==> src/hw/rtl/tmm_pkg.sv <==
// Shared types and constants for the tilt motion monitor.
package tmm_pkg;

  localparam int SAMPLE_BITS  = 10;
  localparam int WINDOW_DEPTH = 128;
  localparam int RING_AW      = $clog2(WINDOW_DEPTH);
  localparam int WARM_W       = $clog2(WINDOW_DEPTH + 1);
  localparam int SUM_W        = SAMPLE_BITS + RING_AW + 1;
  localparam int RING_W       = 3 * SAMPLE_BITS;
  localparam int SQ_W         = 2 * SAMPLE_BITS - 1;  // largest square is 2^(2*SAMPLE_BITS-2)
  localparam int DZ_W         = SAMPLE_BITS + 1;
  localparam int DZSQ_W       = 2 * SAMPLE_BITS;
  localparam int UNEV_W       = DZSQ_W + 1;
  localparam int MAG_W        = SQ_W + 1;
  localparam int TOL_W        = 4;

  localparam logic signed [SAMPLE_BITS-1:0] GZ_RESET  = -10'sd210;
  localparam logic [TOL_W-1:0]              TOL_RESET = 4'd5;

  // register index codes
  localparam logic REG_GRAVITY_Z = 1'b0;
  localparam logic REG_TOL_SHIFT = 1'b1;

  typedef struct packed {
    logic                          full;
    logic signed [SUM_W-1:0]       sum_x;
    logic signed [SUM_W-1:0]       sum_y;
    logic signed [SUM_W-1:0]       sum_z;
  } tmm_item_t;

  typedef struct packed {
    logic signed [SAMPLE_BITS-1:0] gravity_z;
    logic [TOL_W-1:0]              tol_shift;
  } tmm_cfg_t;

endpackage

==> src/hw/rtl/tmm_back.sv <==
// Back end: averages, squares, tilt and magnitude checks, result register.
module tmm_back
  import tmm_pkg::*;
(
  input  logic                          clk,
  input  logic                          rst_n,
  input  tmm_cfg_t                      cfg,
  input  tmm_item_t                     head,
  input  logic                          q_empty,
  output logic                          pop,
  output logic                          out_valid,
  input  logic                          out_ready,
  output logic                          unstable,
  output logic                          uneven,
  output logic                          window_full,
  output logic signed [SAMPLE_BITS-1:0] average_x,
  output logic signed [SAMPLE_BITS-1:0] average_y,
  output logic signed [SAMPLE_BITS-1:0] average_z
);

  localparam logic [SUM_W-1:0] BIAS = SUM_W'(WINDOW_DEPTH - 1);

  // stage 1: averages
  logic                          v1_r;
  logic                          full1_r;
  logic signed [SAMPLE_BITS-1:0] ax1_r;
  logic signed [SAMPLE_BITS-1:0] ay1_r;
  logic signed [SAMPLE_BITS-1:0] az1_r;
  // stage 2: squares
  logic                          v2_r;
  logic                          full2_r;
  logic signed [SAMPLE_BITS-1:0] ax2_r;
  logic signed [SAMPLE_BITS-1:0] ay2_r;
  logic signed [SAMPLE_BITS-1:0] az2_r;
  logic [SQ_W-1:0]               sqx_r;
  logic [SQ_W-1:0]               sqy_r;
  logic [SQ_W-1:0]               sqz_r;
  logic [DZSQ_W-1:0]             sqdz_r;
  logic [SQ_W-1:0]               g2_2_r;
  // stage 3: sums
  logic                          v3_r;
  logic                          full3_r;
  logic signed [SAMPLE_BITS-1:0] ax3_r;
  logic signed [SAMPLE_BITS-1:0] ay3_r;
  logic signed [SAMPLE_BITS-1:0] az3_r;
  logic [UNEV_W-1:0]             tilt_r;
  logic [MAG_W-1:0]              mag_r;
  logic [SQ_W-1:0]               g2_3_r;
  logic [SQ_W-1:0]               tol_r;
  // result register
  logic                          out_valid_r;
  logic                          unstable_r;
  logic                          uneven_r;
  logic                          full_o_r;
  logic signed [SAMPLE_BITS-1:0] ax_o_r;
  logic signed [SAMPLE_BITS-1:0] ay_o_r;
  logic signed [SAMPLE_BITS-1:0] az_o_r;

  logic                          adv_o;
  logic                          rdy3;
  logic                          rdy2;
  logic                          rdy1;
  logic [SUM_W-1:0]              bx;
  logic [SUM_W-1:0]              by;
  logic [SUM_W-1:0]              bz;
  logic signed [DZ_W-1:0]        dz;
  logic signed [DZSQ_W-1:0]      px;
  logic signed [DZSQ_W-1:0]      py;
  logic signed [DZSQ_W-1:0]      pz;
  logic signed [DZSQ_W-1:0]      pg;
  logic signed [DZSQ_W+1:0]      pdz;
  logic [MAG_W-1:0]              g2_ext;
  logic [MAG_W-1:0]              diff;
  logic                          tilt_hit;

  assign adv_o = !out_valid_r || out_ready;
  assign rdy3  = !v3_r || adv_o;
  assign rdy2  = !v2_r || rdy3;
  assign rdy1  = !v1_r || rdy2;
  assign pop   = rdy1 && !q_empty;

  // divide by the window depth, rounding toward zero
  assign bx = head.sum_x[SUM_W-1] ? $unsigned(head.sum_x) + BIAS : $unsigned(head.sum_x);
  assign by = head.sum_y[SUM_W-1] ? $unsigned(head.sum_y) + BIAS : $unsigned(head.sum_y);
  assign bz = head.sum_z[SUM_W-1] ? $unsigned(head.sum_z) + BIAS : $unsigned(head.sum_z);

  assign dz  = DZ_W'(az1_r) - DZ_W'(cfg.gravity_z);
  assign px  = DZSQ_W'(ax1_r) * DZSQ_W'(ax1_r);
  assign py  = DZSQ_W'(ay1_r) * DZSQ_W'(ay1_r);
  assign pz  = DZSQ_W'(az1_r) * DZSQ_W'(az1_r);
  assign pg  = DZSQ_W'(cfg.gravity_z) * DZSQ_W'(cfg.gravity_z);
  assign pdz = (DZSQ_W + 2)'(dz) * (DZSQ_W + 2)'(dz);

  assign g2_ext   = MAG_W'(g2_3_r);
  assign diff     = (mag_r >= g2_ext) ? mag_r - g2_ext : g2_ext - mag_r;
  assign tilt_hit = tilt_r > UNEV_W'(g2_3_r);

  always_ff @(posedge clk) begin
    if (rdy1) begin
      full1_r <= head.full;
      ax1_r   <= bx[RING_AW+SAMPLE_BITS-1:RING_AW];
      ay1_r   <= by[RING_AW+SAMPLE_BITS-1:RING_AW];
      az1_r   <= bz[RING_AW+SAMPLE_BITS-1:RING_AW];
    end
    if (rdy2) begin
      full2_r <= full1_r;
      ax2_r   <= ax1_r;
      ay2_r   <= ay1_r;
      az2_r   <= az1_r;
      sqx_r   <= px[SQ_W-1:0];
      sqy_r   <= py[SQ_W-1:0];
      sqz_r   <= pz[SQ_W-1:0];
      sqdz_r  <= pdz[DZSQ_W-1:0];
      g2_2_r  <= pg[SQ_W-1:0];
    end
    if (rdy3) begin
      full3_r <= full2_r;
      ax3_r   <= ax2_r;
      ay3_r   <= ay2_r;
      az3_r   <= az2_r;
      tilt_r  <= UNEV_W'(sqx_r) + UNEV_W'(sqy_r) + UNEV_W'(sqdz_r);
      mag_r   <= MAG_W'(sqx_r) + MAG_W'(sqy_r) + MAG_W'(sqz_r);
      g2_3_r  <= g2_2_r;
      tol_r   <= g2_2_r >> cfg.tol_shift;
    end
    if (adv_o) begin
      uneven_r   <= tilt_hit;
      unstable_r <= full3_r && (diff > MAG_W'(tol_r) || tilt_hit);
      full_o_r   <= full3_r;
      ax_o_r     <= ax3_r;
      ay_o_r     <= ay3_r;
      az_o_r     <= az3_r;
    end
  end

  always_ff @(posedge clk) begin
    if (!rst_n) begin
      v1_r        <= 1'b0;
      v2_r        <= 1'b0;
      v3_r        <= 1'b0;
      out_valid_r <= 1'b0;
    end else begin
      if (rdy1) begin
        v1_r <= !q_empty;
      end
      if (rdy2) begin
        v2_r <= v1_r;
      end
      if (rdy3) begin
        v3_r <= v2_r;
      end
      if (adv_o) begin
        out_valid_r <= v3_r;
      end
    end
  end

  assign out_valid   = out_valid_r;
  assign unstable    = unstable_r;
  assign uneven      = uneven_r;
  assign window_full = full_o_r;
  assign average_x   = ax_o_r;
  assign average_y   = ay_o_r;
  assign average_z   = az_o_r;

endmodule

==> config.mk <==
export PLATFORM = sky130hd
export DESIGN_NAME = tmm_back
export DESIGN_NICKNAME = d
export VERILOG_FILES = /design/src/hw/rtl/tmm_pkg.sv /design/src/hw/rtl/tmm_back.sv
export SDC_FILE = /design/constraint.sdc
export NUM_CORES = 2
export LEC_CHECK = 0
export ABC_AREA = 1
export BUFFER_PORTS_ARGS = -buffer_cell sky130_fd_sc_hd__buf_2
export CAP_MARGIN = 0
export CORE_MARGIN = 2
export CORE_UTILIZATION = 63
export DETAILED_ROUTE_END_ITERATION = 10
export PLACE_DENSITY = 0.8
export SYNTH_ARGS = -nofsm -noshare
export SYNTH_HDL_FRONTEND = slang
export SYNTH_SLANG_ARGS = --single-unit
==> constraint.sdc <==
create_clock -name clk -period 20.9 [get_ports clk]
set_input_delay 5.225 -clock clk [delete_from_list [all_inputs] [get_ports clk]]
set_output_delay 5.225 -clock clk [all_outputs]
set_load 0.05 [all_outputs]
Word level (Yosys, flattened, before mapping) --
Cells that the tools add are included.
Word-level totals: input bits 73, output and inout bits 35, word-level logic and storage cells 66, register bits after elaboration 305
Operators by class: reductions and logical operators 12, $lt $le $gt $ge 3, multiply operators 5, shift operators 1, multiplexer cells 4, $add $sub $neg 10
Operators by type and width (number):
- multiplier 10 x 10 -> 19 bit | 4
- adder 17 x 7 -> 17 bit, second input constant | 3
- 2-to-1 mux 17 bit | 3
- adder 19 x 19 -> 20 bit | 2
- adder 20 x 20 -> 21 bit | 1
- > comparator 21 x 19 -> 1 bit | 1
- adder 20 x 19 -> 20 bit | 1
- greater-or-equal comparator 20 x 19 -> 1 bit | 1
- > comparator 20 x 19 -> 1 bit | 1
- multiplier 11 x 11 -> 20 bit | 1
- 2-to-1 mux 20 bit | 1
- subtractor 19 x 20 -> 20 bit | 1
- subtractor 20 x 19 -> 20 bit | 1
- >> shifter 19 x 4 -> 19 bit | 1
- subtractor 10 x 10 -> 11 bit | 1
- logical NOT 1 bit | 5
- logical OR 1 bit | 5
- logical AND 1 bit | 2

Longest topological paths before layout --
depth in word-level cells 6, depth in mapped cells 34, depth with buffers taken out 33

Least setup slack after synthesis --
OpenSTA, ideal clock, no wires.
path kind input to output, from in out_ready, to out pop, path buffers 0, arrival 11.588 ns, stages on the path 8, slack 4.087 ns, required time 15.675 ns, cells stage by stage nor2_1 inv_1 nor2_1 inv_1 nor2_1 inv_1 nor2_1 nor2_1
Between the ends: word-level cells in the longest chain between the ends 5
RTL lines:
- start: declaration | RTL line tmm_back.sv:12 | input logic out_ready,
- logical OR 1 bit | RTL line tmm_back.sv:76 | assign adv_o = !out_valid_r || out_ready;
- via adv_o | RTL line tmm_back.sv:59 | logic adv_o;
- logical OR 1 bit | RTL line tmm_back.sv:77 | assign rdy3 = !v3_r || adv_o;
- via rdy3 | RTL line tmm_back.sv:60 | logic rdy3;
- logical OR 1 bit | RTL line tmm_back.sv:78 | assign rdy2 = !v2_r || rdy3;
- via rdy2 | RTL line tmm_back.sv:61 | logic rdy2;
- logical OR 1 bit | RTL line tmm_back.sv:79 | assign rdy1 = !v1_r || rdy2;
- logical AND 1 bit | RTL line tmm_back.sv:80 | assign pop = rdy1 && !q_empty;
- end: declaration | RTL line tmm_back.sv:10 | output logic pop,
The timed path passes the listed nets, and every way through them passes these cells.

Worst setup path in the final report --
Ends and elaborated chain as after synthesis.

==> flow_summary_export.csv <==
group,metric,value,unit
clock_network,htree_levels,2,
cells_and_area,n_fill_cell,3877,
clock_network,clkTransAtPathRegs,0.06,ns
logic_synthesis,yosysWarnings,0,
logic_synthesis,synthCells,3517,
cells_and_area,syn2layout_area_growth,7.12,%
drt,totalWireLength,69800,um
cells_and_area,final_common_cell,"inv_1",
worst_hold_path,hp-class,"flip-flop to flip-flop",
drt,antenna_left,0,
cells_and_area,final_cell_mix,"844 x inv_1, 600 x nand2_1, 435 x fa_1, 344 x ha_1, 292 x edfxtp_1",
die,die_area,54300,um2
timing,min_period,13.08,ns
setup_path,start_kind,"input port",
timing,setup_tns,0,ns
worst_hold_path,hp-start,"ax2_r[9]",
global_route,grt_antenna_before_repair,0,
timing,setup_viol,0,
drt,top_layer,"met4",
placed_design,port_buffers,107,
drt,wire_per_inst,16.2,um
setup_path,crit_chain,"buf_2 > nor2_1 > inv_2 > nor2_1 > inv_4 > nor2_1 > inv_4 > nor2_1 > nor2_1 > buf_2",
worst_hold_path,worstHoldEndpoint,"ax3_r[9]",
global_route,overflow,0,
cells_and_area,drive_gt1_share,5.89,%
setup_path,regToRegStartpoint,"az1_r[0]",
job,max-cap-violations,0,
setup_path,r2r-end,"sqdz_r[16]",
global_route,grt_pass1_vias,24049,
logic_synthesis,synth-edff-count,292,
die,coreArea,51600,um2
clock_network,cts_root_buf,"clkbuf_16",
setup_path,r2r_setup_slack,13.51,ns
logic_synthesis,ys_seq_area_share,26.8,%
drt,wl_met1,28900,um
timing,fin_skew,0.0228,ns
logic_synthesis,synth_area_per_cell,9.40,um2
logic_synthesis,ys_seq_elements,296,
drt,route.met3.wl,3760,um
worst_hold_path,worstHoldPathCells,0,
logic_synthesis,synthArstFlopShare,0,%
logic_synthesis,netlist_area,33100,um2
logic_synthesis,yosysTopAreaCellShare,26.5,%
die,die_w,233,um
cells_and_area,multi_input_area,20700,um2
clock_network,insertion_delay,0.55,ns
clock_network,clock_sinks,296,
cells_and_area,regArea,8850,um2
setup_path,cpPeakStageDelay,0.68,ns
die,die_h,233,um
cells_and_area,layout.nets,4461,
clock_network,ctsLongestPathBuffers,3,
drt,vias,22923,
clock_network,cts_resized,0,
logic_synthesis,synth_top_cell_by_area,"edfxtp_1",
status,status,"completed",
die,rows,83,
timing,period_share,62.6,%
global_route,grt_pass1_wl,117000,um
die,start_util,64.1,%
logic_synthesis,synthesis.nets,4369,
die,ios,108,
setup_path,worst-path-max-fanout,50,
clock_network,postCtsSetupRepairBufs,0,
setup_path,critical_path_arrival,7.86,ns
timing,slew_headroom,36.4,%
setup_path,r2r_cells,25,
timing,rsz0062_at_grt,"no",
global_route,grt_start_max_net_pins,74,
logic_synthesis,synth_area_leaders,"edfxtp_1 27%, fa_1 26%, ha_1 13%",
setup_path,crit_required,15.67,ns
logic_synthesis,synth_ff_type,"edfxtp_1",
drt,viasPerCell,5.31,
placed_design,gp_congestion,0.962,
placed_design,hpwl,57300,um
setup_path,path_common_cell,"nor2_1",
drt,route.detailed.drc,0,
global_route,track_usage,27.5,%
timing,clock.fmax,0.0765,GHz
timing,finalHoldViolations,0,
timing,slew_viol_final,0,
drt,dr.first_iter.drc_count,1477,
clock_network,hold_buffers,0,
setup_path,cp_num_buf_inv,5,
drt,dr_wl_met2,34300,um
setup_path,critPathKind,"input port to output port",
clock_network,cts_buffers,34,
setup_path,cp_top_family,"buffers and inverters",
drt,dr.pass1.iters,5,
clock_network,cts_tree,"built",
setup_path,crit_slowest_cell,"inv_2",
logic_synthesis,synthDistinctLibCells,48,
timing,worst_slew_pin_slew,0.952,ns
setup_path,crit_path_end_kind,"output port",
==> flip-flops by register name, summed over array words and instances, names as in the netlist, 17 cells and up <==
signal  flops
sqy_r      17
sqx_r      17
sqz_r      17
g2_3_r     18
g2_2_r     18
mag_r      20
tol_r      19
tilt_r     21
sqdz_r     19
==> metal layers <==
layer  track usage, %  vias to the layer above
met5                0                        -
met4             11.1                        0
met3             3.50                      145
met2             47.5                      576
met1             35.0                    11123
li1                 -                    11079
==> worst max-delay path by stage <==
stage | from | endpoint | slack, ns | cells past startpoint
final | out_ready | pop | 7.82 | 10
after global routing | out_ready | pop | 7.48 | 10
after CTS | out_ready | pop | 7.75 | 10
after detailed placement | out_ready | pop | 7.75 | 10
after global placement | out_ready | pop | 7.78 | 10
after floorplan | out_ready | pop | 4.09 | 8
==> cell families (layout without fill, tap and decap cells) <==
group	after synthesis	count (layout)	share of synthesized area, %
AND/OR/NAND/NOR	961	961	11.7
buffers and inverters	915	1032	10.5
adder cells (fa/ha/maj)	779	779	39.4
AO/OA/AOI/OAI	354	354	6.04
flip-flops	296	296	26.8
XOR/XNOR	205	205	5.43
multiplexers	7	7	0.212
other	0	1	0
==> through the flow <==
stage	cell area, um2	cells	util (%)	hold slack [ns]	setup WS (ns)
6_report	35400	4315	68.6	0.411	7.82
5_1_grt	35400	4314	68.6	0.422	7.48
4_1_cts	35400	4314	68.6	0.412	7.75
3_5_place_dp	34300	4253	66.4	0.405	7.75
3_3_place_gp	34300	4253	66.4	0.401	7.78
2_1_floorplan	33100	3517	-	0.400	4.09
==> Yosys cell counts (2+ instances only) <==
master    count
a21boi_1      2
buf_2         4
ha_1        344
nor2_4        2
a21oi_1     170
clkinv_1      2
o21ai_0      91
dfxtp_1       4
nand4_1      19
inv_2         5
o211ai_1      8
nand3_1      92
mux2i_1       7
nand2_2      10
a21o_2        2
fa_1        435
xnor2_1      63
a21boi_0      5
a21o_1       18
o21a_1        3
clkbuf_1     50
xor2_1      142
clkbuf_2      2
or2_2         8
o21ai_2       3
inv_1       848
o31ai_1       3
nor3_1       13
o221ai_1      2
nand2_1     600
edfxtp_1    292
a31oi_1      16
a211oi_1      6
nor2_2        6
o21ai_1       5
o21bai_1     15
nor2_1      209
==> area by class of cell <==
type	count	area share, %
sequential	296	25.0
tap	680	2.40
timing repair buffer	116	1.70
inverter	855	9.07
antenna	1	0.00706
clock inverter	21	0.731
clock buffer	40	2.53
multi-input combinational	2306	58.6
Power is not shown: default switching activity piles up to over one toggle a cycle in this logic, so the estimate is an artifact.
