--- config.mk ---
export PLATFORM = sky130hd
export DESIGN_NAME = tmm_queue
export DESIGN_NICKNAME = d
export VERILOG_FILES = /design/src/hw/rtl/tmm_pkg.sv /design/src/hw/rtl/tmm_queue.sv
export SDC_FILE = /design/constraint.sdc
export NUM_CORES = 1
export LEC_CHECK = 0
export ABC_AREA = 1
export ABC_CLOCK_PERIOD_IN_PS = 3900
export BUFFER_PORTS_ARGS = -buffer_cell sky130_fd_sc_hd__clkbuf_2
export CORE_ASPECT_RATIO = 1.2
export CORE_MARGIN = 2
export CORE_UTILIZATION = 59
export CTS_BUF_LIST = sky130_fd_sc_hd__clkbuf_8
export CTS_CLUSTER_DIAMETER = 120
export DETAILED_ROUTE_END_ITERATION = 8
export PLACE_DENSITY = 0.89
export SYNTH_ARGS = -nofsm -noshare
export SYNTH_HDL_FRONTEND = slang
export SYNTH_SLANG_ARGS = --single-unit
--- constraint.sdc ---
create_clock -name clk -period 3.9 [get_ports clk]
set_input_delay 0.585 -clock clk [delete_from_list [all_inputs] [get_ports clk]]
set_output_delay 0.585 -clock clk [all_outputs]
set_load 0.03 [all_outputs]
--- src/hw/rtl/tmm_pkg.sv ---
// Shared types and constants for the tilt motion monitor.
package tmm_pkg;

  localparam int SAMPLE_BITS  = 10;
  localparam int WINDOW_DEPTH = 128;
  localparam int RING_AW      = $clog2(WINDOW_DEPTH);
  localparam int WARM_W       = $clog2(WINDOW_DEPTH + 1);
  localparam int SUM_W        = SAMPLE_BITS + RING_AW + 1;
  localparam int RING_W       = 3 * SAMPLE_BITS;
  localparam int SQ_W         = 2 * SAMPLE_BITS - 1;  // largest square is 2^(2*SAMPLE_BITS-2)
  localparam int DZ_W         = SAMPLE_BITS + 1;
  localparam int DZSQ_W       = 2 * SAMPLE_BITS;
  localparam int UNEV_W       = DZSQ_W + 1;
  localparam int MAG_W        = SQ_W + 1;
  localparam int TOL_W        = 4;

  localparam logic signed [SAMPLE_BITS-1:0] GZ_RESET  = -10'sd210;
  localparam logic [TOL_W-1:0]              TOL_RESET = 4'd5;

  // register index codes
  localparam logic REG_GRAVITY_Z = 1'b0;
  localparam logic REG_TOL_SHIFT = 1'b1;

  typedef struct packed {
    logic                          full;
    logic signed [SUM_W-1:0]       sum_x;
    logic signed [SUM_W-1:0]       sum_y;
    logic signed [SUM_W-1:0]       sum_z;
  } tmm_item_t;

  typedef struct packed {
    logic signed [SAMPLE_BITS-1:0] gravity_z;
    logic [TOL_W-1:0]              tol_shift;
  } tmm_cfg_t;

endpackage

--- src/hw/rtl/tmm_queue.sv ---
// Small FIFO between the window front end and the detector back end.
module tmm_queue
  import tmm_pkg::*;
#(
  parameter int DEPTH = 4
) (
  input  logic      clk,
  input  logic      rst_n,
  input  logic      push,
  input  tmm_item_t push_item,
  output logic      full,
  input  logic      pop,
  output tmm_item_t head,
  output logic      empty
);

  localparam int PW = $clog2(DEPTH);
  localparam int CW = $clog2(DEPTH + 1);

  tmm_item_t       store_r [DEPTH];
  logic [PW-1:0]   wr_ptr_r;
  logic [PW-1:0]   rd_ptr_r;
  logic [CW-1:0]   count_r;
  logic            do_push;
  logic            do_pop;

  assign full    = (count_r == CW'(DEPTH));
  assign empty   = (count_r == '0);
  assign do_push = push && !full;
  assign do_pop  = pop && !empty;
  assign head    = store_r[rd_ptr_r];

  always_ff @(posedge clk) begin
    if (do_push) begin
      store_r[wr_ptr_r] <= push_item;
    end
  end

  always_ff @(posedge clk) begin
    if (!rst_n) begin
      wr_ptr_r <= '0;
      rd_ptr_r <= '0;
      count_r  <= '0;
    end else begin
      if (do_push) begin
        wr_ptr_r <= (wr_ptr_r == PW'(DEPTH - 1)) ? '0 : wr_ptr_r + 1'b1;
      end
      if (do_pop) begin
        rd_ptr_r <= (rd_ptr_r == PW'(DEPTH - 1)) ? '0 : rd_ptr_r + 1'b1;
      end
      if (do_push && !do_pop) begin
        count_r <= count_r + 1'b1;
      end else if (do_pop && !do_push) begin
        count_r <= count_r - 1'b1;
      end
    end
  end

endmodule

# [Word level (Yosys, flattened, before mapping)]
# Memory sizes are Yosys's and may differ from the RTL's. A register that Yosys moved wholly into a read port is not among the register bits.
# Cells that the tools add are included.
[classes] add_sub_neg=4 eq_ne=3 n_mux=8 n_reduce_logical=10
[op_table] cell="2-to-1 mux 2 bit" count=4
[op_table] cell="2-to-1 mux 3 bit" count=2
[op_table] cell="adder 2 x 1 -> 2 bit (second input constant)" count=2
[op_table] cell="== test 2 bit (second input constant)" count=2
[op_table] cell="logical AND 1 bit" count=4
[op_table] cell="logical NOT 1 bit" count=4
[op_table] cell="adder 3 x 1 -> 3 bit (second input constant)" count=1
[op_table] cell="== test 3 bit (second input constant)" count=1
[op_table] cell="logical NOT 3 bit" count=1
[op_table] cell="subtractor 3 x 1 -> 3 bit (second input constant)" count=1
[op_table] cell="2-to-1 mux 1 bit" count=2
[op_table] cell="nonzero test 2 bit" count=1
[word_totals] register_bits=7 ram_bits=220 inputBits=59 out_inout_bits=57 word_cells=29 mem_count=1
[mem_list] name="store_r" depth=4 width=55 read_ports=1 rd_clocked_by_memory_dff=1 write_ports=1 line_no="tmm_queue.sv:20" source="tmm_item_t store_r [DEPTH];"

# [Longest topological paths before layout]
# Gate-level depths: netlist of run 1.
[depth] depth_word=7 ltp_mapped=13 mapped_depth_nobuf=13

# [Least setup slack after synthesis of run 1]
# Ideal clock, no wire load.
[synth_path] path_type="input -> register" start="input port push" end="memory store_r[0][0] (netlist bit), enable pin" setup_time_ns=0.468 t_arrival_ns=3.003 t_required_ns=3.432 path_slack_ns=0.429 path_stages=2 path_buffers=0 path_cell_list="nand2_1 > nor2_1"
[synth_between] elab_chain_cells=3
[synth_rtl] element="start, declared" line_no="tmm_queue.sv:9" source="input logic push,"
[synth_rtl] element="logical AND 1 bit" line_no="tmm_queue.sv:29" source="assign do_push = push && !full;"
[synth_rtl] element="2-to-1 mux 1 bit" line_no="tmm_queue.sv:34" source="if (do_push) begin"
[synth_rtl] element="2-to-1 mux 1 bit (implied by the code)" line_no="tmm_queue.sv:35" source="store_r[wr_ptr_r] <= push_item;"
[synth_rtl] element="end, declared" line_no="tmm_queue.sv:20"
# Every way passes these cells.

==> results of run 1 <==
==> report_power, final <==
part / switching (uW) / internal [uW] / leakage, uW
logic: 1720 / 612 / 0.00119
clock network: 845 / 1010 / 0.000380
registers: 121 / 3000 / 0.00209
==> per-layer routing <==
layer / up-vias / track usage (%)
met5: - / 0
li1: 2509 / -
met3: 43 / 5.31
met2: 256 / 39.3
met4: 0 / 9.76
met1: 2660 / 26.2
==> worst max-delay path: stages (launching register included) <==
cell and delay [ns]:
dfxtp_4 0.64, buf_4 0.59, o21ai_0 0.22, o22ai_1 0.28
clkbuf_2 0.26
==> cells in the mapped netlist <==
library cell,n,area share [%]
nand3b_1,1,0.087
buf_2,4,0.23
nand4_1,1,0.072
a21oi_1,3,0.17
nand2_1,15,0.65
ha_1,6,0.87
nand3_1,2,0.12
o22ai_1,55,4.0
o21ai_1,47,2.7
buf_6,12,1.6
o21ai_0,65,3.8
inv_1,17,0.74
fa_1,1,0.23
edfxtp_1,220,76
inv_2,2,0.087
nor2_1,125,5.4
clkbuf_1,18,0.78
buf_4,1,0.087
dfxtp_1,9,2.1
==> worst max-delay path by stage <==
| stage | from | slack [ns] | cells after the start | endpoint |
|---|---|---|---|---|
| 2_1_floorplan | push | 0.43 | 2 | store_r[0][0] |
| 3_3_place_gp | register | 1.41 | 4 | head[0] |
| 3_5_place_dp | register | 1.29 | 4 | head[52] |
| 4_1_cts | register | 0.74 | 4 | head[52] |
| 5_1_grt | register | 0.60 | 4 | head[35] |
| 6_report | register | 0.78 | 4 | head[52] |
==> through the flow <==
stage	instance area (um2)	setup slack, ns	total power, uW	std cells	hold slack (ns)
6_report	10000	0.776	7310	928	0.306
5_1_grt	10000	0.602	7650	928	0.287
4_1_cts	10000	0.744	7360	928	0.276
3_5_place_dp	9360	1.29	5510	867	0.514
3_3_place_gp	9360	1.41	5400	867	0.496
2_1_floorplan	8650	0.429	4830	604	0.487
==> logic make-up after synthesis <==
group / Yosys count / share of synthesized area [%]
DFF: 229 / 78.4
buffers and inverters: 54 / 3.49
adders and majority gates: 7 / 1.10
and+or+nand+nor: 144 / 6.35
AOI/OAI and AO/OA: 170 / 10.6
==> sequential cells by signal (all words and copies together) (netlist names), named ones only <==
name and cells:
store_r 220, rd_ptr_r 2, wr_ptr_r 2, count_r 3
==> cell type report <==
| cell class | instances | area (um2) |
|---|---|---|
| Sequential cell | 229 | 6790 |
| Inverter | 19 | 72.6 |
| Multi-Input combinational cell | 321 | 1590 |
| Timing Repair Buffer | 123 | 686 |
| Tap cell | 175 | 219 |
| Clock inverter | 24 | 150 |
| Fill cell | 910 | 4330 |
| Clock buffer | 37 | 509 |
==> flow_summary_export.csv, run 1 <==
group,metric,value,unit
floorplan,fp.dieW,115,um
clocking,cts_tree,"done",
detailed_routing,vias_per_cell,5.89,
clocking,cts_buffers,35,
global_route,track_usage,22.4,%
clocking,clock_sinks,229,
worst_setup_path,reg2reg_from,"count_r[1]",
power_and_ir_drop,p_leak,0.00366,uW
floorplan,num_rows,48,
detailed_routing,routed.top_layer,"met4",
yosys,netlist_area,8650,um2
run,max_cap_violations,0,
yosys,ys_types,19,
cells_and_area,mostFrequentLayoutCell,"edfxtp_1",
floorplan,floorplan.initialDensity,60.3,%
cells_and_area,antennaDiodeCount,0,
detailed_routing,dr.pass1.iters,5,
cells_and_area,drive_gt1_share,23.5,%
min_path,hold_depth,1,
detailed_routing,wl_met3,1250,um
timing,setup_violations,0,
place,dpl.hpwl,10300,um
min_path,holdCritPathClass,"input pin to register",
detailed_routing,wl_per_cell,19.0,um
timing,fmax,0.320,GHz
yosys,avgSynthCellArea,14.3,um2
clocking,clkTransAtPathRegs,0.06,ns
yosys,syn_inst,604,
floorplan,die-area,15700,um2
outcome,outcome,"complete, no violations",
timing,fin_crit,3.12,ns
timing,maxSlewViolCount,0,
timing,slew_headroom,30.8,%
floorplan,die_y,137,um
yosys,yosys_warnings,0,
worst_setup_path,crit_type,"register to output pin",
floorplan,core_area,14400,um2
worst_setup_path,worst_ep_required_time,3.31,ns
global_route,grt_max_degree,65,
detailed_routing,drc,0,
cells_and_area,syn2layout_area_growth,15.8,%
timing,fin_crit_sh,80.1,%
clocking,cts_setup_buffers,0,
worst_setup_path,endpoint_kind,"output pin",
place,numPortBuffers,115,
worst_setup_path,worst_ep_arrival_time,2.54,ns
power_and_ir_drop,p_per_area,729,nW/um2
worst_setup_path,startpoint_type,"register",
yosys,synth_nets,670,
clocking,clk_latency,0.50,ns
timing,fin_worst_skew,0.0110,ns
global_route,gr-total-overflow,0,
global_route,grt_pass1_vias,5559,
clocking,clk_path_buf_depth,3,
global_route,antenna_found_initial,0,
detailed_routing,route.met2.wl,9450,um
detailed_routing,num_vias,5468,
worst_setup_path,rr_worst_depth,5,
cells_and_area,final_util,69.8,%
worst_setup_path,r2r_setup_slack,1.53,ns
clocking,cts_root_buf,"clkbuf_8",
worst_setup_path,reg2reg_to,"store_r[1][50]",
timing,hold_violations,0,
clocking,cts_resized,0,
timing,rsz0062_at_grt,"false",
place,gp_congestion,0.736,
yosys,ys_ff_latch,229,
clocking,ctsHoldBuffers,0,
power_and_ir_drop,ir_worst_vdd,480,uV
cells_and_area,mostFrequentLayoutCells,"edfxtp_1, nor2_1, clkbuf_2",
yosys,synth_seq_area_share,78.4,%
detailed_routing,antenna_left,0,
detailed_routing,drt_first_iter_violations,565,
timing,fin_tns_setup,0,ns
timing,tightest_slew,1.04,ns
min_path,min_from,"push_item[31]",
clocking,htreeDepth,2,
detailed_routing,wl,17700,um
worst_setup_path,cp_max_fo,64,
cells_and_area,nets,795,
global_route,grt_pass1_wl,26800,um
floorplan,io_pins,116,
min_path,whs_endpoint,"store_r[0][31]",
detailed_routing,wl_met1,6520,um
No activity file was read; power rests on OpenSTA's default activity.
==> inputs of run 2 (changes only) <==
- ABC_CLOCK_PERIOD_IN_PS: 3900 -> 2700
- CORE_UTILIZATION: 59 -> 54
- PLACE_DENSITY: 0.89 -> 0.86
- clock period: 3.9 -> 2.7 ns (I/O delays scaled with it)
==> run 2 against run 1 <==
  * Clock skew grew 0.0060 ns
  * Combinational power grew 47%
  * Hold slack worse by 0.19 ns
  * Final area is 0.49% higher
  * Register-to-register slack worse by 0.97 ns
  * Global-route usage down 1.9 points
  * Clock power increased by 36%
  * Worst setup slack worse by 0.67 ns
  * Via count is 0.84% lower
  * Die area up 9.0%
  * Critical path type unchanged
  * Critical endpoint is now head[10]
==> flow_summary_export.csv, run 2 (synthesis results as in run 1) <==
group,metric,value,unit
cells_and_area,mostFrequentLayoutCell,"edfxtp_1",
floorplan,core_area,15600,um2
clocking,cts_buffers,34,
power_and_ir_drop,p_leak,0.00366,uW
timing,fin_tns_setup,0,ns
cells_and_area,largest_reg_flops,220,
cells_and_area,design_area,10100,um2
detailed_routing,dr.pass1.iters,4,
floorplan,die-area,17100,um2
timing,tightest_slew,0.590,ns
power_and_ir_drop,ir_worst_vdd,649,uV
clocking,clock_sinks,229,
worst_setup_path,worst_ep_arrival_time,2.18,ns
power_and_ir_drop,total_power,10400,uW
detailed_routing,drc,0,
cells_and_area,reg.largest.list,"store_r: 220 flops, count_r: 3 flops",
cells_and_area,multi_input_comb_area,1590,um2
detailed_routing,vias_per_cell,5.61,
timing,fin_crit_sh,95.9,%
outcome,outcome,"complete, no violations",
floorplan,floorplan.initialDensity,55.3,%
min_path,holdCritPathClass,"input pin to register",
clocking,cts_tree,"done",
cells_and_area,regArea,6790,um2
timing,holdWs,0.120,ns
global_route,antenna_found_initial,0,
cells_and_area,nets,799,
worst_setup_path,crit_type,"register to output pin",
run,max_cap_violations,0,
floorplan,die_y,143,um
timing,setup_violations,0,
detailed_routing,num_vias,5422,
worst_setup_path,endpoint_kind,"output pin",
cells_and_area,n_fill_cell,1142,
cells_and_area,drive_gt1_share,23.7,%
worst_setup_path,startpoint_type,"register",
place,place_inst,905,
timing,fin_crit,2.59,ns
timing,fmax,0.386,GHz
cells_and_area,mostFrequentLayoutCells,"edfxtp_1, nor2_1, clkbuf_2",
global_route,grt_pass1_vias,5436,
detailed_routing,antenna_left,0,
worst_setup_path,r2r_setup_slack,0.56,ns
power_and_ir_drop,p_per_area,1040,nW/um2
place,place_area,9440,um2
timing,hold_violations,0,
place,dpl.hpwl,10400,um
floorplan,io_pins,116,
cells_and_area,stdcell_count,967,
place,numPortBuffers,115,
place,gp_congestion,0.773,
floorplan,fp.dieW,120,um
clocking,cts_root_buf,"clkbuf_8",
cells_and_area,top_register,"store_r",
worst_setup_path,worst_ep_required_time,2.30,ns
global_route,gr-total-overflow,0,
global_route,track_usage,20.5,%
global_route,grt_pass1_wl,27100,um
cells_and_area,antennaDiodeCount,0,
detailed_routing,wl_per_cell,18.3,um
timing,slew_headroom,60.6,%
detailed_routing,wl,17700,um
detailed_routing,drt_first_iter_violations,478,
cells_and_area,syn2layout_area_growth,16.4,%
worst_setup_path,cp_max_fo,82,
global_route,grt_max_degree,83,
clocking,clk_latency,0.50,ns
clocking,clk_path_buf_depth,3,
floorplan,num_rows,50,
timing,fin_worst_skew,0.0169,ns
clocking,clkTransAtPathRegs,0.06,ns
clocking,htreeDepth,2,
timing,maxSlewViolCount,0,
timing,rsz0062_at_grt,"false",
==> run 2: changes by cell type in the layout (fill, tap and decap cells not counted), sizes merged <==
cell / change
clkinv: +3
clkbuf: -3
bufinv: -1
clkinvlp: +2
buf: +5
==> run 2: area by class of cell <==
class	count	area share, %
well taps	208	2.58
flip-flops and latches	229	67.4
inverters	19	0.758
clock inverters	28	1.49
clock buffers	34	4.65
repair buffers	128	7.26
multi-input cells	321	15.8
==> run 2: power by group <==
part	leakage, uW	total, uW	switching [uW]	internal [uW]
combinational	0.00122	3420	2510	916
sequential	0.00209	4490	158	4340
clock	0.000347	2520	1230	1290
==> run 2: worst max-delay path: stages, from the launching register on <==
cell and delay (ns):
dfxtp_4 0.56, buf_16 0.32, o21ai_0 0.21, o22ai_1 0.30, clkbuf_2 0.25
==> run 2: repair_timing <==
action                                  4_1_cts  5_1_grt
resized for setup                             1        1
endpoints found under the setup margin        1        1
hold buffers                                  0        0
setup buffers                                 0        0
==> run 2: worst paths after layout <==
kind / startpoint / endpoint / depth (start not counted)
hold / removal: push_item[3] / store_r[3][3] / 1
setup / recovery: register / head[10] / 4
setup reg to reg: count_r[1] / count_r[1] / 9
hold reg to reg: count_r[0] / count_r[0] / 2
==> run 2: stage by stage <==
stage / setup slack [ns] / util (%)
6_report: 0.110 / 64.4
5_1_grt: 0.00604 / 64.4
4_1_cts: 0.129 / 64.3
3_5_place_dp: 0.464 / 60.4
3_3_place_gp: 0.593 / 60.4
2_1_floorplan: -0.761 / -
==> run 2: metal layers <==
metal | up-vias | part of all wire [%] | global-route usage [%] | wire length, um
met5 | - | 0 | 0 | 0
met4 | 0 | 1.7 | 7.00 | 293
met3 | 25 | 6.1 | 4.27 | 1080
met2 | 205 | 53 | 35.8 | 9340
met1 | 2673 | 40 | 25.6 | 7030
li1 | 2519 | - | - | -
