### src/hw/rtl/tmm_pkg.sv
// Shared types and constants for the tilt motion monitor.
package tmm_pkg;

  localparam int SAMPLE_BITS  = 10;
  localparam int WINDOW_DEPTH = 128;
  localparam int RING_AW      = $clog2(WINDOW_DEPTH);
  localparam int WARM_W       = $clog2(WINDOW_DEPTH + 1);
  localparam int SUM_W        = SAMPLE_BITS + RING_AW + 1;
  localparam int RING_W       = 3 * SAMPLE_BITS;
  localparam int SQ_W         = 2 * SAMPLE_BITS - 1;  // largest square is 2^(2*SAMPLE_BITS-2)
  localparam int DZ_W         = SAMPLE_BITS + 1;
  localparam int DZSQ_W       = 2 * SAMPLE_BITS;
  localparam int UNEV_W       = DZSQ_W + 1;
  localparam int MAG_W        = SQ_W + 1;
  localparam int TOL_W        = 4;

  localparam logic signed [SAMPLE_BITS-1:0] GZ_RESET  = -10'sd210;
  localparam logic [TOL_W-1:0]              TOL_RESET = 4'd5;

  // register index codes
  localparam logic REG_GRAVITY_Z = 1'b0;
  localparam logic REG_TOL_SHIFT = 1'b1;

  typedef struct packed {
    logic                          full;
    logic signed [SUM_W-1:0]       sum_x;
    logic signed [SUM_W-1:0]       sum_y;
    logic signed [SUM_W-1:0]       sum_z;
  } tmm_item_t;

  typedef struct packed {
    logic signed [SAMPLE_BITS-1:0] gravity_z;
    logic [TOL_W-1:0]              tol_shift;
  } tmm_cfg_t;

endpackage

### src/hw/rtl/tmm_ram.sv
// Generic single-write, single-read RAM with registered read data.
module tmm_ram #(
  parameter int WIDTH = 8,
  parameter int DEPTH = 16
) (
  input  logic                     clk,
  input  logic                     we,
  input  logic [$clog2(DEPTH)-1:0] waddr,
  input  logic [WIDTH-1:0]         wdata,
  input  logic                     re,
  input  logic [$clog2(DEPTH)-1:0] raddr,
  output logic [WIDTH-1:0]         rdata
);

  logic [WIDTH-1:0] mem [DEPTH];
  logic [WIDTH-1:0] rdata_r;

  always_ff @(posedge clk) begin
    if (we) begin
      mem[waddr] <= wdata;
    end
    if (re) begin
      rdata_r <= mem[raddr];
    end
  end

  assign rdata = rdata_r;

endmodule

### src/hw/rtl/tmm_front.sv
// Front end: takes samples, keeps the sample ring, warm-up count and window sums.
module tmm_front
  import tmm_pkg::*;
(
  input  logic                          clk,
  input  logic                          rst_n,
  input  logic                          in_valid,
  output logic                          in_ready,
  input  logic signed [SAMPLE_BITS-1:0] sample_x,
  input  logic signed [SAMPLE_BITS-1:0] sample_y,
  input  logic signed [SAMPLE_BITS-1:0] sample_z,
  output logic                          push,
  output tmm_item_t                     push_item,
  input  logic                          q_full
);

  logic [RING_AW-1:0]            wr_pos_r;
  logic [WARM_W-1:0]             warm_r;
  logic                          b_valid_r;
  logic [RING_AW-1:0]            b_addr_r;
  logic                          b_old_ok_r;
  logic                          b_full_r;
  logic signed [SAMPLE_BITS-1:0] b_x_r;
  logic signed [SAMPLE_BITS-1:0] b_y_r;
  logic signed [SAMPLE_BITS-1:0] b_z_r;
  logic signed [SUM_W-1:0]       sum_x_r;
  logic signed [SUM_W-1:0]       sum_y_r;
  logic signed [SUM_W-1:0]       sum_z_r;
  logic signed [SUM_W-1:0]       sum_x_nxt;
  logic signed [SUM_W-1:0]       sum_y_nxt;
  logic signed [SUM_W-1:0]       sum_z_nxt;
  logic signed [SAMPLE_BITS-1:0] old_x;
  logic signed [SAMPLE_BITS-1:0] old_y;
  logic signed [SAMPLE_BITS-1:0] old_z;
  logic [RING_W-1:0]             ring_rdata;
  logic                          accept;
  logic                          b_fire;

  assign b_fire   = b_valid_r && !q_full;
  assign in_ready = !b_valid_r || !q_full;
  assign accept   = in_valid && in_ready;

  // ring slots are filled in order, so before the first wrap the slot
  // being overwritten has never been written and counts as zero
  tmm_ram #(
    .WIDTH (RING_W),
    .DEPTH (WINDOW_DEPTH)
  ) u_ring (
    .clk   (clk),
    .we    (b_fire),
    .waddr (b_addr_r),
    .wdata ({b_z_r, b_y_r, b_x_r}),
    .re    (accept),
    .raddr (wr_pos_r),
    .rdata (ring_rdata)
  );

  always_comb begin
    old_x = '0;
    old_y = '0;
    old_z = '0;
    if (b_old_ok_r) begin
      old_x = ring_rdata[SAMPLE_BITS-1:0];
      old_y = ring_rdata[2*SAMPLE_BITS-1:SAMPLE_BITS];
      old_z = ring_rdata[3*SAMPLE_BITS-1:2*SAMPLE_BITS];
    end
    sum_x_nxt = sum_x_r + SUM_W'(b_x_r) - SUM_W'(old_x);
    sum_y_nxt = sum_y_r + SUM_W'(b_y_r) - SUM_W'(old_y);
    sum_z_nxt = sum_z_r + SUM_W'(b_z_r) - SUM_W'(old_z);
  end

  assign push            = b_fire;
  assign push_item.full  = b_full_r;
  assign push_item.sum_x = sum_x_nxt;
  assign push_item.sum_y = sum_y_nxt;
  assign push_item.sum_z = sum_z_nxt;

  always_ff @(posedge clk) begin
    if (accept) begin
      b_addr_r   <= wr_pos_r;
      b_old_ok_r <= (warm_r == WARM_W'(WINDOW_DEPTH));
      b_full_r   <= (warm_r >= WARM_W'(WINDOW_DEPTH - 1));
      b_x_r      <= sample_x;
      b_y_r      <= sample_y;
      b_z_r      <= sample_z;
    end
  end

  always_ff @(posedge clk) begin
    if (!rst_n) begin
      b_valid_r <= 1'b0;
      wr_pos_r  <= '0;
      warm_r    <= '0;
      sum_x_r   <= '0;
      sum_y_r   <= '0;
      sum_z_r   <= '0;
    end else begin
      if (accept) begin
        b_valid_r <= 1'b1;
        wr_pos_r  <= wr_pos_r + 1'b1;
        if (warm_r != WARM_W'(WINDOW_DEPTH)) begin
          warm_r <= warm_r + 1'b1;
        end
      end else if (b_fire) begin
        b_valid_r <= 1'b0;
      end
      if (b_fire) begin
        sum_x_r <= sum_x_nxt;
        sum_y_r <= sum_y_nxt;
        sum_z_r <= sum_z_nxt;
      end
    end
  end

endmodule

### config.mk
export PLATFORM = sky130hd
export DESIGN_NAME = tmm_front
export DESIGN_NICKNAME = d
export VERILOG_FILES = /design/src/hw/rtl/tmm_pkg.sv /design/src/hw/rtl/tmm_ram.sv /design/src/hw/rtl/tmm_front.sv
export SDC_FILE = /design/constraint.sdc
export NUM_CORES = 2
export LEC_CHECK = 0
export ABC_AREA = 0
export BUFFER_PORTS_ARGS = -buffer_cell sky130_fd_sc_hd__clkbuf_2
export CAP_MARGIN = 10
export CORE_ASPECT_RATIO = 1.75
export CORE_MARGIN = 1.5
export CORE_UTILIZATION = 40
export CTS_CLUSTER_DIAMETER = 120
export DETAILED_ROUTE_END_ITERATION = 10
export HOLD_SLACK_MARGIN = 0.08
export PLACE_DENSITY = 0.54
export REMOVE_ABC_BUFFERS = 1
export SKIP_LAST_GASP = 1
export SYNTH_ARGS = -nofsm -noshare
export SYNTH_HDL_FRONTEND = slang
export SYNTH_SLANG_ARGS = --single-unit
### constraint.sdc
create_clock -name clk -period 6.8 [get_ports clk]
set_input_delay 0 -clock clk [delete_from_list [all_inputs] [get_ports clk]]
set_output_delay 0 -clock clk [all_outputs]
set_load 0.1 [all_outputs]
# [Word-level counts from Yosys, hierarchy flattened]
# Memory sizes are Yosys's and may differ from the RTL's. A register that Yosys moved wholly into a read port is not among the register bits.
# Cells that the tools add are included.
[word_totals] reg_bits=109 ram_bits=3840 input_bits=34 output_inout_bits=57 elab_cells=38 n_memories=1
[classes] add_sub_neg=8 order_cmp=1 eq_ne=2 mux=7 n_reduce_logical=7
[mem_list] name="u_ring.mem" words=128 word_bits=30 rd=1 rd_ports_with_merged_regs=1 write_ports=1 line_no="tmm_ram.sv:15" text="logic [WIDTH-1:0] mem [DEPTH];"
[op_table] cell="$add 18x10->18" count=3
[op_table] cell="$sub 18x10->18" count=3
[op_table] cell="$mux 10" count=3
[op_table] cell="$add 8x1->8 const B" count=1
[op_table] cell="$eq 8x8->1 const B" count=1
[op_table] cell="$ge 8x7->1 const B" count=1
[op_table] cell="$ne 8x8->1 const B" count=1
[op_table] cell="$add 7x1->7 const B" count=1
[op_table] cell="$mux 1" count=4
[op_table] cell="$logic_and 1x1->1" count=2
[op_table] cell="$logic_not 1->1" count=2
[op_table] cell="$reduce_and 2->1" count=1
[op_table] cell="$reduce_bool 2->1" count=1
[op_table] cell="$logic_or 1x1->1" count=1

# [Longest topological paths before layout]
[logic_depth] word_depth=4 depth_mapped=14 ltp_nobuf=13

# [Modules after synthesis]
# Synthesis repeated with hierarchy kept, for this count alone.
[unflattened] hier_cells=6657 area_unflattened_um2=155482.9
[by_module_without_submodules] module="tmm_ram" instances=1 cells_per_inst=5628 area_each_um2=146842.1 seq_area_each_um2=116211.5
[by_module_without_submodules] module="tmm_front" instances=1 cells_per_inst=1029 area_each_um2=8640.8 seq_area_each_um2=2572.5

# [Worst setup path after synthesis]
# No wires, ideal clock.
[synth_timing] path_type="flip-flop to flip-flop" start="register b_y_r[9]" end="register sum_y_r[12]" setup_time_ns=0.064 arrival_ns=6.174 t_required_ns=6.736 slack_ns=0.562 path_stages_with_launch=12 n_path_buf=0 period_less_slack_ns=6.238 path_cell_list="edfxtp_1 > inv_1 > fa_1 > inv_1 > ha_1 > a21o_1 > a21o_1 > nor3_1 > a21oi_1 > a21oi_1 > xnor2_1 > a31o_2"
[synth_lines] element="start, declared" line_no="tmm_front.sv:24" text="logic signed [SAMPLE_BITS-1:0] b_y_r;"
[synth_lines] element="start signal, assigned" line_no="tmm_front.sv:84" text="b_y_r <= sample_y;"
[synth_lines] element="end signal, assigned" line_no="tmm_front.sv:109" text="sum_y_r <= sum_y_nxt;"
[synth_lines] element="end, declared" line_no="tmm_front.sv:27" text="logic signed [SUM_W-1:0] sum_y_r;"

==> results.sh <==
export IMPL_worst_slew_margin_rel=0.0276
export IMPL_worst_setup_hold_path_clk_slew_ns=0.07
export IMPL_finalSetupViolations=0
export IMPL_internal_power_mw=39.5
export IMPL_nets=8358
export IMPL_cts_max_level=5
export IMPL_crit_path_max_fanout=74
export IMPL_hold_fails_final_rpt=0
export IMPL_ys_seq_elements=3979
export IMPL_start_util=0.402
export IMPL_power_density_mw_per_mm2=297
export IMPL_timing_setup_critical_path_class="register to primary output"
export IMPL_post_synth_inst_count=7768
export IMPL_setup_reg_to_reg_worst_slack_ns=1.83
export IMPL_drv_cap=0
export IMPL_hold_path_startpoint="sample_y[2]"
export IMPL_total_leakage_power_nw=54.9
export IMPL_synth_edf_count=3909
export IMPL_post_synth_top_area_cell="sky130_fd_sc_hd__edfxtp_1"
export IMPL_met1_routed_wirelength_after_detailed_routing_um=176000
export IMPL_grt_antenna_before_repair=45
export IMPL_cp_end_kind="primary output"
export IMPL_peak_vdd_ir_mv=0.362
export IMPL_core_mm2=0.392
export IMPL_number_of_clock_buffers_inserted_by_tritoncts=354
export IMPL_fin_worst_skew_ns=0.0708
export IMPL_grt_start_max_net_pins=131
export IMPL_worstSetupStartpointType="register"
export IMPL_finalMaxSlewViolations=0
export IMPL_place_detailed_hpwl_um=295000
export IMPL_i_o_pin_count=91
export IMPL_fmax_mhz=195
export IMPL_wire_length_of_the_first_global_routing_pass_um=689000
export IMPL_tritoncts="yes"
export IMPL_area_delta_synth_final_pct=12.9
export IMPL_timing_critical_path_required_ns=6.80
export IMPL_min_period_ns=5.13
export IMPL_ctsLongestPathBuffers=4
export IMPL_synth_ff_type="sky130_fd_sc_hd__edfxtp_1"
export IMPL_drt_vias_per_instance=5.92
export IMPL_yosys_cell_types_count=86
export IMPL_mappedNetlistArea_mm2=0.158
export IMPL_post_route_drc_count=0
export IMPL_endpoint="push_item[35]"
export IMPL_maxUsedRoutingLayer="met5"
export IMPL_drt_iter0_drc=9276
export IMPL_dieHeight_um=834
export IMPL_synth_yosys_seq_area_share=0.753
export IMPL_p_seq_frac=0.513
export IMPL_yosys_cell_count_top_type="sky130_fd_sc_hd__edfxtp_1"
export IMPL_num_vias=81289
export IMPL_crit_path_start="b_y_r[8]"
export IMPL_postSynthAreaPerCell_um2=20.3
export IMPL_numPortBuffers=90
export IMPL_route_antenna_remaining_nets=0
export IMPL_drive_gt1_frac=0.233
export IMPL_synth_common_cells="sky130_fd_sc_hd__edfxtp_1 (3,909), sky130_fd_sc_hd__mux4_2 (755), sky130_fd_sc_hd__mux2i_1 (471)"
export IMPL_totalPowerFinal_mw=52.9
export IMPL_placementRows=304
export IMPL_critical_path_reg2reg_startpoint="wr_pos_r[1]"
export IMPL_synth_top_cells_by_area="sky130_fd_sc_hd__edfxtp_1 (74%), sky130_fd_sc_hd__mux4_2 (11%), sky130_fd_sc_hd__mux2i_1 (3.0%), sky130_fd_sc_hd__dfxtp_1 (0.89%), sky130_fd_sc_hd__a21oi_1 (0.75%)"
export IMPL_die_width_um=478
export IMPL_wl_um=505000
export IMPL_post_cts_buffers=0
export IMPL_rr_endpoint="u_ring.rdata[2]"
export IMPL_aggregate_global_route_resource_usage=0.250
export IMPL_fin_tns_setup_ns=0
export IMPL_layout_worst_path_cycle_share=0.755
export IMPL_root_buffer="sky130_fd_sc_hd__clkbuf_16"
export IMPL_worst_r2r_path_depth=7
export IMPL_p_switching_mw=13.4
export IMPL_arrival_time_at_the_worst_endpoint_ns=5.13
export IMPL_route_detailed_wl_per_inst_um=36.8
export IMPL_cts_sink_count=3979
export IMPL_clock_latency_on_the_worst_skew_pair_ns=0.95
export IMPL_power_switching_fraction=0.253
export IMPL_die_area_mm2=0.398
export IMPL_p_comb_frac=0.110
export IMPL_status="finished, final reports clean"
export IMPL_grt_setup_unrepaired="no"
export IMPL_synthesis_yosys_warnings=0
export IMPL_place_gp_congestion=0.879
export IMPL_wl_met3_um=31600
export IMPL_drt_pass1_iterations=6
export IMPL_synth_top_area_frac=0.744
export IMPL_wl_met2_um=261000
export IMPL_ys_async_sr_fraction=0
export IMPL_share_clk_of_total_power=0.376
export IMPL_globalRouteOverflowTotal=0
export IMPL_worstHoldPathType="input port to register"
export IMPL_min_delay_path_depth=2
export IMPL_finalHoldWorstSlack_ns=0.186
export IMPL_grt_pass1_vias=83397
export IMPL_worst_slew_pin_slew_ns=1.46
## stage by stage
stage | std cells | utilization | instance area (um2) | setup WS [ns]
floorplan | 7348 | - | 155000 | -34.79
global placement | 12975 | 0.423 | 166000 | 1.17
detailed placement | 12992 | 0.424 | 166000 | 1.78
CTS | 13684 | 0.453 | 178000 | 1.58
global route | 13727 | 0.454 | 178000 | 1.40
finish | 13738 | 0.454 | 178000 | 1.67
## metal layers
metal / up-vias / global-route usage
li1: 32804 / -
met1: 44056 / 0.287
met2: 3522 / 0.442
met3: 895 / 0.0334
met4: 12 / 0.154
met5: - / 0
## power by group through the flow
stage               logic (mW)  registers [mW]  clock network, mW
floorplan                 6.45            28.2                  0
global route              6.12            27.1               21.1
CTS                       5.88            27.2               20.2
detailed placement        5.84            27.7                  0
finish                    5.84            27.2               19.9
global placement          5.79            27.7                  0
## flip-flops by register name, indices dropped and copies added, names as in the netlist
signal,cells
u_ring.mem,3840
u_ring.rdata,30
sum_x_r,18
sum_y_r,18
sum_z_r,18
b_x_r,10
b_y_r,10
b_z_r,10
warm_r,8
b_addr_r,7
wr_pos_r,7
b_full_r,1
b_old_ok_r,1
b_valid_r,1
## how the worst min path moves through the flow
stage,to,slack [ns]
detailed placement,b_y_r[0],0.18
CTS,b_y_r[2],0.1
finish,b_y_r[2],0.19
global route,b_y_r[2],0.14
global placement,b_x_r[7],0.18
floorplan,b_x_r[0],0.1
## final cells by class
class	instances	area, um2
Clock inverter	197	1780
Antenna cell	52	130
Timing Repair Buffer	509	4250
Sequential cell	3979	119000
Tap cell	5202	6510
Fill cell	32926	214000
Inverter	198	754
Clock buffer	430	9270
Multi-Input combinational cell	3171	36500
## placed cells by master (no fill, tap or decap), types with 70 or more instances in the layout
cell                        instances
sky130_fd_sc_hd__buf_4            309
sky130_fd_sc_hd__nand2_1          244
sky130_fd_sc_hd__inv_1            191
sky130_fd_sc_hd__edfxtp_1        3909
sky130_fd_sc_hd__mux2i_1          471
sky130_fd_sc_hd__a22oi_1           85
sky130_fd_sc_hd__clkbuf_1          70
sky130_fd_sc_hd__nor2_4           131
sky130_fd_sc_hd__nor2_1            97
sky130_fd_sc_hd__mux2_2            90
sky130_fd_sc_hd__a221oi_1          80
sky130_fd_sc_hd__mux4_2           755
sky130_fd_sc_hd__a21oi_1          234
sky130_fd_sc_hd__clkinv_1          78
sky130_fd_sc_hd__clkbuf_2          90
sky130_fd_sc_hd__o21ai_0          169
sky130_fd_sc_hd__clkbuf_16        360
## worst max-delay path, stage by stage, from the launching register on
cell and delay [ns]:
sky130_fd_sc_hd__edfxtp_1 0.33, sky130_fd_sc_hd__buf_4 0.70, sky130_fd_sc_hd__inv_1 0.16, sky130_fd_sc_hd__fa_1 0.57, sky130_fd_sc_hd__inv_1 0.04, sky130_fd_sc_hd__ha_1 0.34, sky130_fd_sc_hd__a21oi_1 0.16, sky130_fd_sc_hd__o21ai_0 0.20
sky130_fd_sc_hd__o31ai_1 0.62, sky130_fd_sc_hd__mux2i_1 0.30, sky130_fd_sc_hd__nor2_1 0.09, sky130_fd_sc_hd__xnor2_1 0.13, sky130_fd_sc_hd__clkbuf_2 0.47
## repair_timing
| action | 4_1_cts | 5_1_grt |
|---|---|---|
| endpoints found under the hold margin | 52 | 0 |
| hold buffers | 65 | 0 |
| resized for setup | 0 | 0 |
## cells by family (layout without fill, tap and decap cells)
kind of cell	after synthesis	in the layout	synth area share
mux	1344	1344	0.149
compound gates	941	941	0.0401
fa+ha+maj	111	111	0.0112
xor+xnor	59	59	0.00336
buf+inv	618	1334	0.0228
other cells	0	52	0
simple gates	716	716	0.0205
flops	3979	3979	0.753
Note: power is estimated with default switching activity, not from simulation.
